$ cat config.mk
export PLATFORM = sky130hd
export DESIGN_NAME = peer_identify_message_parser
export DESIGN_NICKNAME = d
export VERILOG_FILES = /design/src/hw/rtl/pimp_pkg.sv /design/src/hw/rtl/pimp_front.sv /design/src/hw/rtl/pimp_queue.sv /design/src/hw/rtl/peer_identify_message_parser.sv
export VERILOG_INCLUDE_DIRS = /design/src /design/src/hw/rtl
export SDC_FILE = /design/constraint.sdc
export NUM_CORES = 1
export LEC_CHECK = 0
export BUFFER_PORTS_ARGS = -buffer_cell sky130_fd_sc_hd__buf_4
export CAP_MARGIN = 20
export CORE_ASPECT_RATIO = 1.4
export CORE_UTILIZATION = 45
export DETAILED_ROUTE_END_ITERATION = 16
export HOLD_SLACK_MARGIN = 0.05
export PLACE_DENSITY = 0.65
export SLEW_MARGIN = 20
export SYNTH_ARGS = -nofsm -noshare
export SYNTH_HDL_FRONTEND = slang
export SYNTH_SLANG_ARGS = --single-unit
$ cat constraint.sdc
create_clock -name clk -period 4.59 [get_ports clk]
set_input_delay 0.918 -clock clk [delete_from_list [all_inputs] [get_ports clk]]
set_output_delay 0.918 -clock clk [all_outputs]
set_load 0.01 [all_outputs]
$ cat src/hw/rtl/assert_macros.svh
// Assertion macros shared by the parser RTL.
`ifndef ASSERT_MACROS_SVH
`define ASSERT_MACROS_SVH

// Same-cycle implication, disabled while reset is asserted.
`define ASSERT_SAME(label, clk, rst_n, ante, cons) \
    label: assert property (@(posedge clk) disable iff (!rst_n) (ante) |-> (cons)) \
        else $error("assertion failed");

// Next-cycle implication, disabled while reset is asserted.
`define ASSERT_NEXT(label, clk, rst_n, ante, cons) \
    label: assert property (@(posedge clk) disable iff (!rst_n) (ante) |=> (cons)) \
        else $error("assertion failed");

`endif

$ cat src/hw/rtl/pimp_pkg.sv
// Shared types and constants of the peer identify message parser.
`default_nettype none

package pimp_pkg;

    // Record kinds carried on the result side.
    typedef enum logic [1:0] {
        KIND_ENTRY    = 2'd0,
        KIND_OBSERVED = 2'd1,
        KIND_ACCEPT   = 2'd2,
        KIND_REJECT   = 2'd3
    } kind_t;

    // Configuration register map.
    localparam int CFG_INDEX_W = 2;
    localparam logic [CFG_INDEX_W-1:0] REG_EXPECTED_VERSION = 2'd0;
    localparam logic [CFG_INDEX_W-1:0] REG_MAX_ADDRESSES    = 2'd1;

    // Register reset values.
    localparam logic [7:0] VERSION_RESET   = 8'd1;
    localparam logic [7:0] MAX_ADDR_RESET  = 8'd16;

    // Address length codes and their byte counts.
    localparam logic [7:0] LEN_NONE = 8'd0;
    localparam logic [7:0] LEN_V4   = 8'd4;
    localparam logic [7:0] LEN_V6   = 8'd16;
    localparam logic [4:0] V4_BYTES = 5'd4;
    localparam logic [4:0] V6_BYTES = 5'd16;

    // Default depth of the record queue between front and back.
    localparam int QUEUE_DEPTH = 4;

    // One result record.
    typedef struct packed {
        kind_t       kind;
        logic [15:0] hdr_port;
        logic [7:0]  entry_index;
        logic        ip_is_v6;
        logic [63:0] ip_upper;
        logic [63:0] ip_lower;
        logic [15:0] addr_port;
        logic        last_result;
    } rec_t;

    // Records produced by one byte: an address record, then a verdict.
    typedef struct packed {
        logic addr_valid;
        logic verdict_valid;
        rec_t addr_rec;
        rec_t verdict_rec;
    } push_t;

endpackage

`default_nettype wire

$ cat src/hw/rtl/pimp_front.sv
// Byte-level message parser: tracks the message layout and produces records.
`default_nettype none

`include "assert_macros.svh"

module pimp_front (
    input  wire logic                            clk,
    input  wire logic                            rst_n,
    input  wire logic                            accept,
    input  wire logic [7:0]                      byte_value,
    input  wire logic                            last_byte,
    input  wire logic                            cfg_write_en,
    input  wire logic [pimp_pkg::CFG_INDEX_W-1:0] cfg_index,
    input  wire logic [7:0]                      cfg_data,
    output pimp_pkg::push_t                      push_rec
);

    typedef enum logic [3:0] {
        PH_VERSION,
        PH_PORT_HI,
        PH_PORT_LO,
        PH_COUNT,
        PH_ALEN,
        PH_IP,
        PH_APORT_HI,
        PH_APORT_LO,
        PH_DONE,
        PH_FAILED
    } phase_t;

    phase_t      phase_reg,    phase_next;
    logic [4:0]  bcnt_reg,     bcnt_next;
    logic [7:0]  expect_reg,   expect_next;
    logic [7:0]  seen_reg,     seen_next;
    logic [63:0] ip_hi_reg,    ip_hi_next;
    logic [63:0] ip_lo_reg,    ip_lo_next;
    logic        wide_reg,     wide_next;
    logic [7:0]  port_hi_reg,  port_hi_next;
    logic [15:0] listen_reg,   listen_next;
    logic        observed_reg, observed_next;
    logic [7:0]  version_reg,  version_next;
    logic [7:0]  max_addr_reg, max_addr_next;
    logic [4:0]  bcnt_inc;
    logic [4:0]  bcnt_limit;

    // Configuration writes; other indexes are ignored.
    always_comb
    begin
        version_next  = version_reg;
        max_addr_next = max_addr_reg;
        if (cfg_write_en)
        begin
            unique case (cfg_index)
                pimp_pkg::REG_EXPECTED_VERSION: version_next  = cfg_data;
                pimp_pkg::REG_MAX_ADDRESSES:    max_addr_next = cfg_data;
                default: ;
            endcase
        end
    end

    assign bcnt_inc   = bcnt_reg + 5'd1;
    assign bcnt_limit = wide_reg ? pimp_pkg::V6_BYTES : pimp_pkg::V4_BYTES;

    // Parse step for an accepted byte, with the verdict on the last byte.
    always_comb
    begin
        phase_next    = phase_reg;
        bcnt_next     = bcnt_reg;
        expect_next   = expect_reg;
        seen_next     = seen_reg;
        ip_hi_next    = ip_hi_reg;
        ip_lo_next    = ip_lo_reg;
        wide_next     = wide_reg;
        port_hi_next  = port_hi_reg;
        listen_next   = listen_reg;
        observed_next = observed_reg;
        push_rec      = '0;

        if (accept)
        begin
            unique case (phase_reg)
                PH_VERSION:
                begin
                    phase_next = (byte_value == version_reg) ? PH_PORT_HI : PH_FAILED;
                end
                PH_PORT_HI:
                begin
                    port_hi_next = byte_value;
                    phase_next   = PH_PORT_LO;
                end
                PH_PORT_LO:
                begin
                    listen_next = {port_hi_reg, byte_value};
                    phase_next  = PH_COUNT;
                end
                PH_COUNT:
                begin
                    if (byte_value > max_addr_reg)
                    begin
                        phase_next = PH_FAILED;
                    end
                    else
                    begin
                        expect_next   = byte_value;
                        seen_next     = 8'd0;
                        observed_next = (byte_value == 8'd0);
                        phase_next    = PH_ALEN;
                    end
                end
                PH_ALEN:
                begin
                    ip_hi_next = 64'd0;
                    ip_lo_next = 64'd0;
                    bcnt_next  = 5'd0;
                    if (observed_reg && (byte_value == pimp_pkg::LEN_NONE))
                    begin
                        phase_next = PH_DONE;
                    end
                    else if ((byte_value == pimp_pkg::LEN_V4) ||
                             (byte_value == pimp_pkg::LEN_V6))
                    begin
                        wide_next  = (byte_value == pimp_pkg::LEN_V6);
                        phase_next = PH_IP;
                    end
                    else
                    begin
                        phase_next = PH_FAILED;
                    end
                end
                PH_IP:
                begin
                    // The 128-bit address shifts in one byte at a time.
                    ip_hi_next = {ip_hi_reg[55:0], ip_lo_reg[63:56]};
                    ip_lo_next = {ip_lo_reg[55:0], byte_value};
                    bcnt_next  = bcnt_inc;
                    if (bcnt_inc >= bcnt_limit)
                    begin
                        phase_next = PH_APORT_HI;
                    end
                end
                PH_APORT_HI:
                begin
                    port_hi_next = byte_value;
                    phase_next   = PH_APORT_LO;
                end
                PH_APORT_LO:
                begin
                    push_rec.addr_valid           = 1'b1;
                    push_rec.addr_rec.hdr_port    = listen_reg;
                    push_rec.addr_rec.ip_is_v6    = wide_reg;
                    push_rec.addr_rec.ip_upper    = ip_hi_reg;
                    push_rec.addr_rec.ip_lower    = ip_lo_reg;
                    push_rec.addr_rec.addr_port   = {port_hi_reg, byte_value};
                    push_rec.addr_rec.last_result = 1'b0;
                    if (observed_reg)
                    begin
                        push_rec.addr_rec.kind        = pimp_pkg::KIND_OBSERVED;
                        push_rec.addr_rec.entry_index = 8'd0;
                        phase_next                    = PH_DONE;
                    end
                    else
                    begin
                        push_rec.addr_rec.kind        = pimp_pkg::KIND_ENTRY;
                        push_rec.addr_rec.entry_index = seen_reg;
                        seen_next                     = seen_reg + 8'd1;
                        if ((seen_reg + 8'd1) >= expect_reg)
                        begin
                            observed_next = 1'b1;
                        end
                        phase_next = PH_ALEN;
                    end
                end
                default: ;
            endcase

            // The last byte closes the message with a verdict and restarts parsing.
            if (last_byte)
            begin
                push_rec.verdict_valid           = 1'b1;
                push_rec.verdict_rec.kind        = (phase_next == PH_DONE) ?
                                                   pimp_pkg::KIND_ACCEPT :
                                                   pimp_pkg::KIND_REJECT;
                push_rec.verdict_rec.hdr_port    = listen_next;
                push_rec.verdict_rec.last_result = 1'b1;
                phase_next    = PH_VERSION;
                bcnt_next     = 5'd0;
                expect_next   = 8'd0;
                seen_next     = 8'd0;
                ip_hi_next    = 64'd0;
                ip_lo_next    = 64'd0;
                wide_next     = 1'b0;
                port_hi_next  = 8'd0;
                listen_next   = 16'd0;
                observed_next = 1'b0;
            end
        end
    end

    // Parser state and configuration registers.
    always_ff @(posedge clk or negedge rst_n)
    begin
        if (!rst_n)
        begin
            phase_reg    <= PH_VERSION;
            bcnt_reg     <= 5'd0;
            expect_reg   <= 8'd0;
            seen_reg     <= 8'd0;
            ip_hi_reg    <= 64'd0;
            ip_lo_reg    <= 64'd0;
            wide_reg     <= 1'b0;
            port_hi_reg  <= 8'd0;
            listen_reg   <= 16'd0;
            observed_reg <= 1'b0;
            version_reg  <= pimp_pkg::VERSION_RESET;
            max_addr_reg <= pimp_pkg::MAX_ADDR_RESET;
        end
        else
        begin
            phase_reg    <= phase_next;
            bcnt_reg     <= bcnt_next;
            expect_reg   <= expect_next;
            seen_reg     <= seen_next;
            ip_hi_reg    <= ip_hi_next;
            ip_lo_reg    <= ip_lo_next;
            wide_reg     <= wide_next;
            port_hi_reg  <= port_hi_next;
            listen_reg   <= listen_next;
            observed_reg <= observed_next;
            version_reg  <= version_next;
            max_addr_reg <= max_addr_next;
        end
    end

    // A verdict always leaves the parser waiting for the next version byte.
    `ASSERT_NEXT(a_verdict_restart, clk, rst_n, push_rec.verdict_valid, phase_reg == PH_VERSION)

    // An address record is only produced while an address port is being completed.
    `ASSERT_NEXT(a_addr_after_port, clk, rst_n, push_rec.addr_valid && !last_byte,
                 phase_reg == PH_ALEN || phase_reg == PH_DONE)

endmodule

`default_nettype wire

$ cat src/hw/rtl/pimp_queue.sv
// Record queue between the parser and the result side, taking up to two records a cycle.
`default_nettype none

`include "assert_macros.svh"

module pimp_queue #(
    parameter int Depth = pimp_pkg::QUEUE_DEPTH
) (
    input  wire logic            clk,
    input  wire logic            rst_n,
    input  wire pimp_pkg::push_t push_rec,
    input  wire logic            pop,
    output logic                 full,
    output logic                 empty,
    output pimp_pkg::rec_t       head
);

    localparam int PtrW = (Depth > 1) ? $clog2(Depth) : 1;
    localparam int CntW = $clog2(Depth + 1);

    pimp_pkg::rec_t mem [Depth];

    logic [PtrW-1:0] head_reg, head_next;
    logic [PtrW-1:0] tail_reg, tail_next;
    logic [CntW-1:0] cnt_reg,  cnt_next;
    logic [PtrW-1:0] tail_inc;
    logic [PtrW-1:0] tail_inc2;
    logic [PtrW-1:0] head_inc;
    logic            first_we;
    logic            second_we;
    pimp_pkg::rec_t  first_rec;
    logic [CntW-1:0] n_push;
    logic            pop_ok;

    function automatic logic [PtrW-1:0] wrap_inc(input logic [PtrW-1:0] p);
        wrap_inc = (p == PtrW'(Depth - 1)) ? '0 : p + 1'b1;
    endfunction

    assign tail_inc  = wrap_inc(tail_reg);
    assign tail_inc2 = wrap_inc(tail_inc);
    assign head_inc  = wrap_inc(head_reg);

    // Room is always kept for the two records one byte can produce.
    assign full  = (cnt_reg >= CntW'(Depth - 1));
    assign empty = (cnt_reg == '0);
    assign pop_ok = pop && !empty;
    assign head  = mem[head_reg];

    // The address record goes first; a verdict alone takes the tail slot.
    assign first_we  = push_rec.addr_valid || push_rec.verdict_valid;
    assign second_we = push_rec.addr_valid && push_rec.verdict_valid;
    assign first_rec = push_rec.addr_valid ? push_rec.addr_rec : push_rec.verdict_rec;
    assign n_push    = CntW'(push_rec.addr_valid) + CntW'(push_rec.verdict_valid);

    // Pointer and occupancy update.
    always_comb
    begin
        head_next = pop_ok ? head_inc : head_reg;
        tail_next = second_we ? tail_inc2 : (first_we ? tail_inc : tail_reg);
        cnt_next  = cnt_reg + n_push - CntW'(pop_ok);
    end

    // Record storage.
    always_ff @(posedge clk)
    begin
        if (first_we)
        begin
            mem[tail_reg] <= first_rec;
        end
        if (second_we)
        begin
            mem[tail_inc] <= push_rec.verdict_rec;
        end
    end

    always_ff @(posedge clk or negedge rst_n)
    begin
        if (!rst_n)
        begin
            head_reg <= '0;
            tail_reg <= '0;
            cnt_reg  <= '0;
        end
        else
        begin
            head_reg <= head_next;
            tail_reg <= tail_next;
            cnt_reg  <= cnt_next;
        end
    end

    // Records only arrive while the queue still has room for both of them.
    `ASSERT_SAME(a_no_overflow, clk, rst_n, first_we, cnt_reg <= CntW'(Depth - 2))

    // A transfer out with nothing arriving shrinks the queue by exactly one.
    `ASSERT_NEXT(a_pop_count, clk, rst_n, pop_ok && !first_we,
                 cnt_reg == $past(cnt_reg) - CntW'(1))

endmodule

`default_nettype wire

$ cat src/hw/rtl/peer_identify_message_parser.sv
// Top level of the peer identify message parser: byte input, record queue output.
// A record is written into the queue at the clock edge that accepts the byte completing it.
// Throughput: one byte per cycle unless full; a byte may give two records (address, verdict).
// full rises while the record queue has fewer than two free slots; Depth sets that slack.
// Reset (rst_n low, asynchronous) empties the queue and restarts parsing at the version byte;
// the registers return to expected_version 1 and max_addresses 16.
`default_nettype none

module peer_identify_message_parser #(
    parameter int Depth = pimp_pkg::QUEUE_DEPTH
) (
    input  wire logic                             clk,
    input  wire logic                             rst_n,
    input  wire logic                             push,
    output logic                                  full,
    input  wire logic [7:0]                       byte_value,
    input  wire logic                             last_byte,
    output logic                                  empty,
    input  wire logic                             pop,
    output logic [1:0]                            record_kind,
    output logic [15:0]                           hdr_port,
    output logic [7:0]                            entry_index,
    output logic                                  ip_is_v6,
    output logic [63:0]                           ip_upper,
    output logic [63:0]                           ip_lower,
    output logic [15:0]                           addr_port,
    output logic                                  last_result,
    input  wire logic                             cfg_write_en,
    input  wire logic [pimp_pkg::CFG_INDEX_W-1:0] cfg_index,
    input  wire logic [7:0]                       cfg_data
);

    logic            accept;
    pimp_pkg::push_t push_rec;
    pimp_pkg::rec_t  head;

    // A byte transfer happens whenever push is high and the queue has room for two records.
    assign accept = push && !full;

    pimp_front u_front (
        .clk          (clk),
        .rst_n        (rst_n),
        .accept       (accept),
        .byte_value   (byte_value),
        .last_byte    (last_byte),
        .cfg_write_en (cfg_write_en),
        .cfg_index    (cfg_index),
        .cfg_data     (cfg_data),
        .push_rec     (push_rec)
    );

    pimp_queue #(
        .Depth (Depth)
    ) u_queue (
        .clk      (clk),
        .rst_n    (rst_n),
        .push_rec (push_rec),
        .pop      (pop),
        .full     (full),
        .empty    (empty),
        .head     (head)
    );

    // Oldest waiting record onto the result ports.
    assign record_kind = head.kind;
    assign hdr_port    = head.hdr_port;
    assign entry_index = head.entry_index;
    assign ip_is_v6    = head.ip_is_v6;
    assign ip_upper    = head.ip_upper;
    assign ip_lower    = head.ip_lower;
    assign addr_port   = head.addr_port;
    assign last_result = head.last_result;

endmodule

`default_nettype wire

# Word level (Yosys, flattened, before mapping)

Memory sizes are Yosys's and may differ from the RTL's.
Cells that the tools add are included.

Register bits: 202
Bits in latches: 0
Memory bits (writable): 688
Bits in read-only memories: 0
Input port bits: 24
Word-level logic and storage cells: 130
Memories kept: 1

Add/sub/neg operators: 8
Multiply operators: 0
Div/mod/pow operators: 0
Magnitude comparators: 4
Eq/ne operators: 19
Shift-type cells: 0
Muxes and demuxes: 55
Bitwise gates (word level): 0
Reduce and logical (&&, ||, !) cells: 28

Memories:

| memory      | words | width | rd ports | clocked after memory_dff | write ports | line             | RTL |
|---|---|---|---|---|---|---|---|
| u_queue.mem | 4     | 172   | 1        | 0                        | 2           | pimp_queue.sv:21 | `pimp_pkg::rec_t mem [Depth];` |

Operators by type and width:

| kind                | number |
|---|---|
| $mux 172            | 2 |
| $pmux 64 s2         | 2 |
| $mux 192            | 1 |
| $mux 64             | 2 |
| $mux 8              | 9 |
| $mux 16             | 2 |
| $mux 4              | 8 |
| $pmux 4 s8          | 1 |
| $mux 18             | 1 |
| $mux 1              | 17 |
| $eq 4x3->1 const B  | 4 |
| $pmux 8 s2          | 1 |
| $mux 2              | 5 |
| $mux 5              | 2 |
| $pmux 5 s2          | 1 |
| $reduce_bool 2->1   | 5 |
| $add 8x1->8 const B | 1 |
| $eq 4x2->1 const B  | 2 |
| $eq 8x3->1 const B  | 1 |
| $eq 8x5->1 const B  | 1 |
| $eq 8x8->1          | 1 |
| $ge 8x8->1          | 1 |
| $gt 8x8->1          | 1 |
| $logic_not 8->1     | 1 |
| 25 further kinds    | 42 |

# Logic depth before layout (Yosys ltp)

Gate-level depths: netlist of the first run.

Depth after elaboration: 13
Depth in mapped cells: 15
Gate-level depth less buffers: 10

# By module

A second synthesis of the first run with hierarchy kept.

Cells, all modules: 2794
Area total of the unflattened synthesis: 45209.6 um2

Modules (own cells, without submodules):

| module                       | times used | cells each | area each (um2) |
|---|---|---|---|
| pimp_queue                   | 1          | 1722       | 34376.7 |
| pimp_front                   | 1          | 1071       | 10819.1 |
| peer_identify_message_parser | 1          | 1          | 13.8 |

# Worst setup path after synthesis of the first run

Ideal clock, no wire load.

Kind: input to register
From: input port push
To: memory u_queue.mem[0][0] (netlist name) (enable)
Library setup time: 331 ps
Arrival: 3348 ps
Slack: 911 ps
Stages on the path: 13
Buffers on the path: 6
Cell sequence: and2_1 buf_2 nand2_1 buf_2 inv_1 ha_1 clkbuf_1 nand2_1 and2_1 clkbuf_1 clkbuf_1 clkbuf_1 inv_1

RTL lines:

| element            | line                               | RTL |
|---|---|---|
| start: declaration | peer_identify_message_parser.sv:14 | `input wire logic push,` |
| end: declaration   | pimp_queue.sv:21                   |  |

# Final worst setup path of the first run

From: register u_queue.head_reg[0]
To: output port ip_lower[43]

Word-level cells in the longest chain between the ends: 1

Ends and longest elaborated chain:

| element                  | line                               | RTL |
|---|---|---|
| start: declaration       | pimp_queue.sv:23                   | `logic [PtrW-1:0] head_reg, head_next;` |
| start signal: assignment | pimp_queue.sv:86                   | `head_reg <= head_next;` |
| $mem_v2 4x172            | --                                 |  |
| end: declaration         | peer_identify_message_parser.sv:25 | `output logic [63:0] ip_lower,` |

No other way between the ends.

==> results.txt, run 1 <==
- Of the available clock period, the critical path in the final layout requires 0.835.
- Across all layers, the routed design uses approximately 24000 vias.
- Run status: finished, final reports clean
- In this run the mean area of a mapped cell was between 10 and 15 µm².
- Number of buffers and inverters on the critical path: 2
* Remaining max-slew budget at the tightest pin: 0.272
- CORE AREA: ~76000 µm²
- At the pin with the least slew margin, the transition time is 1.09 ns.
- 198 I/O pins were placed.
* Type of the worst setup path: reg -> out
- Counting along the longest clock path gives a buffer depth of 3.
* R2R depth: 9
- Core occupancy in the finished layout: 0.520
- Setup total negative slack on the finished layout was measured at 0 ns.
- For this run, the leading register cell type out of synthesis is sky130_fd_sc_hd__dfxtp_1.
* Worst vdd ir: roughly 0.00032 V
- Combined area of all synthesized cells: approximately 35000 µm²
- The share of the Yosys chip area taken by registers is 0.560.
- The die covers ~78000 µm².
- Async set-or-reset flop fraction in the synthesized netlist: 0.228
- In this run, synthesis produced a sequential element count of slightly below 900.
* Detailed placement HPWL: about 54000 µm
- Overall overflow remaining after global route: 0
- Reg2reg end: u_queue.mem[0][80]
- The detailed router finished its first iteration with approximately 1700 violations.
- Vias/cell: between 6 and 7
* Minimum clock period: 3.83 ns
- For this run, design rule violations remaining after detail routing come to 0.
- Final std cells w/o fill: ~3700
* Type of the worst min-delay path: in -> async
* Cell Pwr Density: ~480 nW/µm²
- The final max-slew violation count came to 0.
* Critical path required time: ~3.7 ns
- Setup repair after global routing missed its margin: false
* Die height: 331 µm
- Of the post-synthesis cell area, the dominant cell type holds 0.352.
- Pin count of the biggest net entering global routing: 154
* Clock-pin slew of the registers on the worst-case setup and hold paths: roughly 0.060 ns
- Leaving out fill and tap cells, the most frequent cells in the layout are sky130_fd_sc_hd__a22o_1, sky130_fd_sc_hd__dfxtp_1, sky130_fd_sc_hd__buf_4, sky130_fd_sc_hd__dfrtp_1, sky130_fd_sc_hd__mux4_2.
- Worst-path maximum fanout: 34
* Area of all placed cells without fillers: ~40000 µm²
- The count of nets left with antenna violations once routing finished came out at 0.
- Antenna violations before repair: 0
- Post-CTS timing repair inserted 0 buffers for setup.
* Cell accounting for the most synthesized area: sky130_fd_sc_hd__dfxtp_1
- Static timing analysis puts the maximum clock frequency at 0.261 GHz.
- Counting distinct cell types in the post-synthesis netlist gives 64.
- Setup Skew: around 0.021 ns
* CP max stage delay: 0.95 ns
- Counting every net in the synthesized netlist gives 2669.
- Routability-driven placement finished with a final weighted congestion of 0.870.
- During placement, the flow inserted port buffers numbering 197.
* Number of max-cap violations: 0
- Initial Utilization: 0.455
- In this run, placement finished with an instance count of between 3000 and 4000.
- Clock tree from TritonCTS: done
- Yosys printed 0 warnings.
* Total track usage: 0.246
- Most numerous cell on the critical path: sky130_fd_sc_hd__buf_4
- Reg-to-reg startpoint: u_front.phase_reg[0]
* Fraction of final layout cells with drive strength greater than 1: 0.218
- The clock net in this run drives a total of just under 900 sinks.
- Placement Rows: between 100 and 150
* Commonest non-fill, non-tap cell in the layout: sky130_fd_sc_hd__a22o_1
- The number of global-route vias before repair came to ~25000.
- Top delay family on crit path: flip-flops
- Data arrival time of the worst path: about 3 ns
- Wires add up to between 90000 and 100000 µm.
- The cell count after synthesis came out at 2609.
- Start point of the critical path: u_queue.head_reg[0]
- Detailed Routing Iterations Pass 1: 5
- STA classifies the critical path endpoint as an output pin.
- Ranked by total cell area, the synthesized netlist is headed by sky130_fd_sc_hd__dfxtp_1, sky130_fd_sc_hd__a22o_1, sky130_fd_sc_hd__dfrtp_1, sky130_fd_sc_hd__mux4_2, sky130_fd_sc_hd__edfxtp_1.
- Global-route wire length before repair: 151000 µm
* Leakage dissipation: 16.1 nW
- Later-pin clock latency in the skew report: about 0.66 ns
- Quantity of gates resized following cts: 0
- After clock tree synthesis, the flow added hold-fix buffers numbering 0.
* Worst-path cell chain: buf_4 -> mux4_2 -> buf_4
- Clock buffer count from CTS: 87
- Compared with the post-synthesis result, the final layout area differs by 14.3%.
- Wire length per cell: 25.9 µm
* Register-to-register setup slack: around 0.89 ns
- Number of synthesized flops with an enable pin: 72
- Number of setup violations in the final report: 0
- Width of the die: around 240 µm
* Buffer type at the clock tree root: sky130_fd_sc_hd__clkbuf_16
- For this run, the post-layout net count is 2740.
* CTS H-tree lvls: 3
- The register with the most flip-flops in the layout has 684 of them.
- The design draws about 19 mW.
- Slowest stage cell on the critical path: sky130_fd_sc_hd__dfrtp_4
- Number of hold violations in the final report: 0
* Placed instance area: roughly 37000 µm²
- Sort of element at the start of the critical path: register
==> cells in the mapped netlist (all sizes together), types with 6 or more instances <==
cell type	n
a21oi	27
xnor2	15
dfxtp	612
and2	9
nor2	29
nand2b	12
dfrtp	200
xor2	6
a22oi	6
nor4	6
mux2	17
buf	139
edfxtp	72
a21boi	16
nor3	9
inv	37
a22o	816
o21ai	60
ha	35
mux4	171
nand2	113
mux2i	7
o211ai	7
clkbuf	119
nand3	18
==> logic make-up after synthesis <==
| logic type | after synthesis | share of synthesized area |
|---|---|---|
| DFF | 886 | 0.560 |
| xor gates and xnor gates | 21 | 0.00529 |
| muxes | 195 | 0.118 |
| buffers and inverters | 295 | 0.0407 |
| AOI/OAI and AO/OA | 958 | 0.232 |
| adders and majority gates | 36 | 0.0132 |
| and+or+nand+nor | 218 | 0.0308 |
==> worst register-to-register path: cells and delay by family (launching register included) <==
kind            cells  cell delay (ns)
buf+inv             2             0.45
flops               1             0.58
compound gates      1             0.36
fa+ha+maj           1             0.39
simple gates        5             1.80
==> worst max path at each step <==
| stage | to | slack [ns] | cells after the start |
|---|---|---|---|
| after floorplan | u_queue.mem[0][0] | 0.91 | 13 |
| after global placement | u_queue.mem[1][106] | 0.91 | 9 |
| after detailed placement | u_queue.mem[0][55] | 0.81 | 9 |
| after CTS | ip_lower[43] | 0.66 | 3 |
| after global routing | ip_lower[43] | 0.57 | 3 |
| final | ip_lower[43] | 0.76 | 3 |
==> per-layer routing <==
metal,vias up,routed length [µm],GRT usage,part of all wire
met5,-,0,0,0
met4,0,2330,0.0829,0.024
met3,138,6280,0.0453,0.065
met2,930,47700,0.420,0.49
met1,12521,40200,0.313,0.42
li1,10346,-,-,-
==> power breakdown <==
group	switching, mW	total (mW)	internal (mW)	leakage (nW)
sequential	0.506	8.55	8.04	8.24
combinational	1.85	3.15	1.30	6.49
clock	3.18	7.20	4.03	1.40
==> per-stage QoR <==
step	setup WS, ns	hold WS [ns]
after global placement	0.914	0.450
final	0.757	0.290
after CTS	0.662	0.298
after detailed placement	0.809	0.450
after global routing	0.566	0.333
after floorplan	0.911	0.437
==> layout make-up <==
class,instances,area [µm²]
clock inverters,35,363
flip-flops and latches,886,19500
well taps,976,1220
repair buffers,240,2060
multi-input cells,1428,13900
diodes,1,2.50
clock buffers,128,2550
inverters,37,139
fillers,6431,36700
(Power assumes the default switching activity.)
==> run 2, diff against run 1 <==
Settings changed: ABC_AREA from default to 1, PLACE_DENSITY 0.65 to 0.67.
Clock period 4.59 ns to 3.4 ns, I/O delays scaled along.
==> run 2 against run 1 <==
  * Hold slack gained 0.026 ns
  * Total power grew 69%
  * Global-route usage grew 3.5 points
  * Clock skew grew 0.010 ns
  * Synthesized area grew 4.5%
  * Largest cell class unchanged
  * Flip-flop and latch count is the same
==> results.txt, run 2 <==
- The flow ran to the end, and the final reports show no timing, DRC or antenna violations.
* Area added between synthesis and finish: 14.7%
- In the global route stage, overall resource usage came out at 0.281.
- The floorplan step defined a die boundary enclosing approximately 80000 µm².
- For the pin with the worst max-slew slack, the measured transition is about 1.1 ns.
* Cell accounting for the most synthesized area: sky130_fd_sc_hd__dfxtp_1
- In this run the deepest clock path goes through 3 buffers.
- Total Routed Length: 119000 µm
- In this run the tool buffered the top-level ports with approximately 200 buffer cells.
- The number of antenna violations at the first check in global routing was 0.
* Type of the worst setup path: reg -> out
* Clock-pin slew of the registers on the worst-case setup and hold paths: 0.06 ns
- Via count of the first global-routing pass: between 30000 and 40000
- The die is roughly 240 µm wide.
- Number of nets produced by synthesis: roughly 4400
- Clock Sink Count: 886
- CTS H-tree lvls: 3
- R2R depth: 12
* Overall overflow remaining after global route: 0
* Data arrival time of the worst path: approximately 2.7 ns
- Type of the worst min-delay path: in -> reg
- For this run, the register share of the synthesized area comes to 0.536.
- Drt initial violations: between 3000 and 4000
- The routed layout has around 33000 vias.
* Vias/cell: 6.04
- The routed design could run at a clock period as short as ~3.4 ns.
- Clock buffer count from CTS: 86
* Top cell types by occurrence after synthesis: sky130_fd_sc_hd__o21ai_0, sky130_fd_sc_hd__nand3_1, sky130_fd_sc_hd__dfxtp_1, sky130_fd_sc_hd__nor2_1, sky130_fd_sc_hd__o22ai_1
- Pin count of the biggest net entering global routing: ~150
- DRC violations left: 0
- Setup violations remaining at the end of the flow were counted as 0.
- Max-cap violations in this run came to 0.
* Initial Utilization: 0.457
* Start point of the critical path: u_queue.head_reg[0]
- After synthesis, the share of flip-flops with an asynchronous set or reset is 0.228.
* Buffer type at the clock tree root: sky130_fd_sc_hd__clkbuf_16
- Summing every instance area after synthesis gives about 36000 µm².
* Wire length per cell: approximately 22 µm
- VDD sags by at most 0.000738 V.
* Max frequency: about 0.3 GHz
* Worst slack at placement: ~0.4 ns
- Data on the critical path is required at its endpoint by approximately 2.7 ns.
- Post-layout nets: 4424
- Pin placement for this block handled slightly below 200 I/O pins.
* Post-Syn Area per Cell: roughly 8.3 µm²
* Placement Rows: ~120
- Later-pin clock latency in the skew report: ~0.66 ns
* Register-to-register setup slack: 0.51 ns
- Post-synthesis cell count: around 4400
* Total of flip-flops plus latches after synthesis: 886
* Fraction of post-synthesis cell area in the top cell type by area: 0.337
- For hold timing, the worst endpoint is u_front.version_reg[0].
- Counting flops with a built-in enable in the synthesized netlist gives 72.
- Total count of max-transition violations in the final report: 0
- Leading cell types by total area after synthesis: sky130_fd_sc_hd__dfxtp_1, sky130_fd_sc_hd__dfrtp_1, sky130_fd_sc_hd__o21ai_0, sky130_fd_sc_hd__nand3_1, sky130_fd_sc_hd__o22ai_1
- Reg2reg end: u_queue.mem[1][69]
* Leading cell types in the layout, fill and taps excluded: sky130_fd_sc_hd__o21ai_0, sky130_fd_sc_hd__nand3_1, sky130_fd_sc_hd__dfxtp_1, sky130_fd_sc_hd__nor2_1, sky130_fd_sc_hd__o22ai_1
* Global-route wire length before repair: around 180000 µm
- Number of setup buffers added after CTS: 0
- Power spread over the standard cell area amounts to between 700 and 800 nW/µm².
* Worst-path maximum fanout: 130
* Reg-to-reg startpoint: u_front.phase_reg[3]
- Commonest register cell after synthesis: sky130_fd_sc_hd__dfxtp_1
* Worst setup slack after layout: 0.0419 ns
- TritonCTS built the clock tree.
- The die is around 340 µm tall.
- The final-report hold violation count is 0.
* Yosys Warn Count: 0
- Setup total negative slack on the finished layout was measured at 0 ns.
* Detailed Routing Iterations Pass 1: 6
- The analysis attributes to cell leakage a power of around 16 nW.
- The register with the most flip-flops in the layout has ~680 of them.
- For the final database, setup skew stands at 0.0311 ns.
- Counting instances, the worst hold path has a depth of 3.
* Final weighted congestion in routability-driven placement: ~0.88
- Detailed placement ended at an HPWL of 67100 µm.
* Count of distinct cell types in the synthesized netlist: 40
- Number of nets with antenna violations after routing: 0
- Leaving out fill and tap cells, the most frequent cell in the layout is sky130_fd_sc_hd__o21ai_0.
* Setup repair after global routing missed its margin: false
* Final cycle utilization of the critical path: 0.988
- The worst setup path is captured at an output pin.
- In this run the most critical hold path is launched from cfg_data[0].
- Core occupancy in the finished layout: 0.524
- Sort of element at the start of the critical path: register
- CORE AREA: a little under 80000 µm²
* Remaining max-slew budget at the tightest pin: 0.254
- Fraction of final layout cells with drive strength greater than 1: 0.106
- The most common cell in the synthesized netlist is sky130_fd_sc_hd__o21ai_0.
run 2: how the worst max path moves through the flow:
stage,slack (ns),to,cells past startpoint
global placement,0.43,u_queue.mem[1][76],10
CTS,0.05,ip_upper[0],6
detailed placement,0.40,u_queue.mem[1][46],10
finish,0.04,last_result,4
global route,0.05,last_result,4
floorplan,0.39,u_queue.mem[2][0],10
run 2: critical path, cell delays in order, from the launching register on:
cell                      delay (ns)
sky130_fd_sc_hd__dfrtp_4        0.51
sky130_fd_sc_hd__buf_12         0.40
sky130_fd_sc_hd__o21ai_0        0.19
sky130_fd_sc_hd__o22ai_1        0.55
sky130_fd_sc_hd__buf_4          0.24
run 2: cell families (layout without fill, tap and decap cells):
| logic type | after synthesis | after routing | synth area share |
|---|---|---|---|
| other | 0 | 1 | 0 |
| xor gates and xnor gates | 20 | 20 | 0.00482 |
| buffers and inverters | 624 | 681 | 0.0668 |
| DFF | 886 | 886 | 0.536 |
| AOI/OAI and AO/OA | 1442 | 1442 | 0.213 |
| adders and majority gates | 36 | 36 | 0.0126 |
| muxes | 1 | 1 | 0.000310 |
| and+or+nand+nor | 1370 | 1370 | 0.166 |
run 2: where the power goes:
part / leakage (nW) / switching [mW] / internal, mW
sequential: 8.31 / 0.284 / 11.0
clock: 1.42 / 4.19 / 5.63
combinational: 5.89 / 7.02 / 3.83
run 2: routing by layer:
| metal | part of all wire | global-route usage | wire length (µm) |
|---|---|---|---|
| met4 | 0.034 | 0.117 | 4070 |
| met1 | 0.40 | 0.360 | 48300 |
| met2 | 0.49 | 0.478 | 58100 |
| met3 | 0.074 | 0.0354 | 8860 |
| met5 | 0 | 0 | 0 |
run 2: cell type report:
cell class,instances,area (µm²)
Fill cell,7526,37900
Sequential cell,886,19500
Multi-Input combinational cell,2869,14500
Timing Repair Buffer,287,2600
Clock buffer,130,2530
Tap cell,1054,1320
Inverter,234,908
Clock inverter,30,342
Antenna cell,1,2.50
run 2: timing repair:
| item | 4_1_cts | 5_1_grt |
|---|---|---|
| hold endpoints to repair | 38 | 0 |
| hold buffers | 1 | 0 |
| setup endpoints to repair | 0 | 3 |
| resized for setup | 0 | 1 |
run 2: through the flow:
| stage | cell area [µm²] | power [mW] | cells | hold WS (ns) |
|---|---|---|---|---|
| 2_1_floorplan | 36300 | 17.2 | 4379 | 0.384 |
| 3_3_place_gp | 38800 | 22.3 | 5329 | 0.457 |
| 3_5_place_dp | 38800 | 22.3 | 5329 | 0.466 |
| 4_1_cts | 41700 | 32.0 | 5490 | 0.287 |
| 5_1_grt | 41700 | 33.3 | 5490 | 0.320 |
| 6_report | 41700 | 31.9 | 5491 | 0.316 |
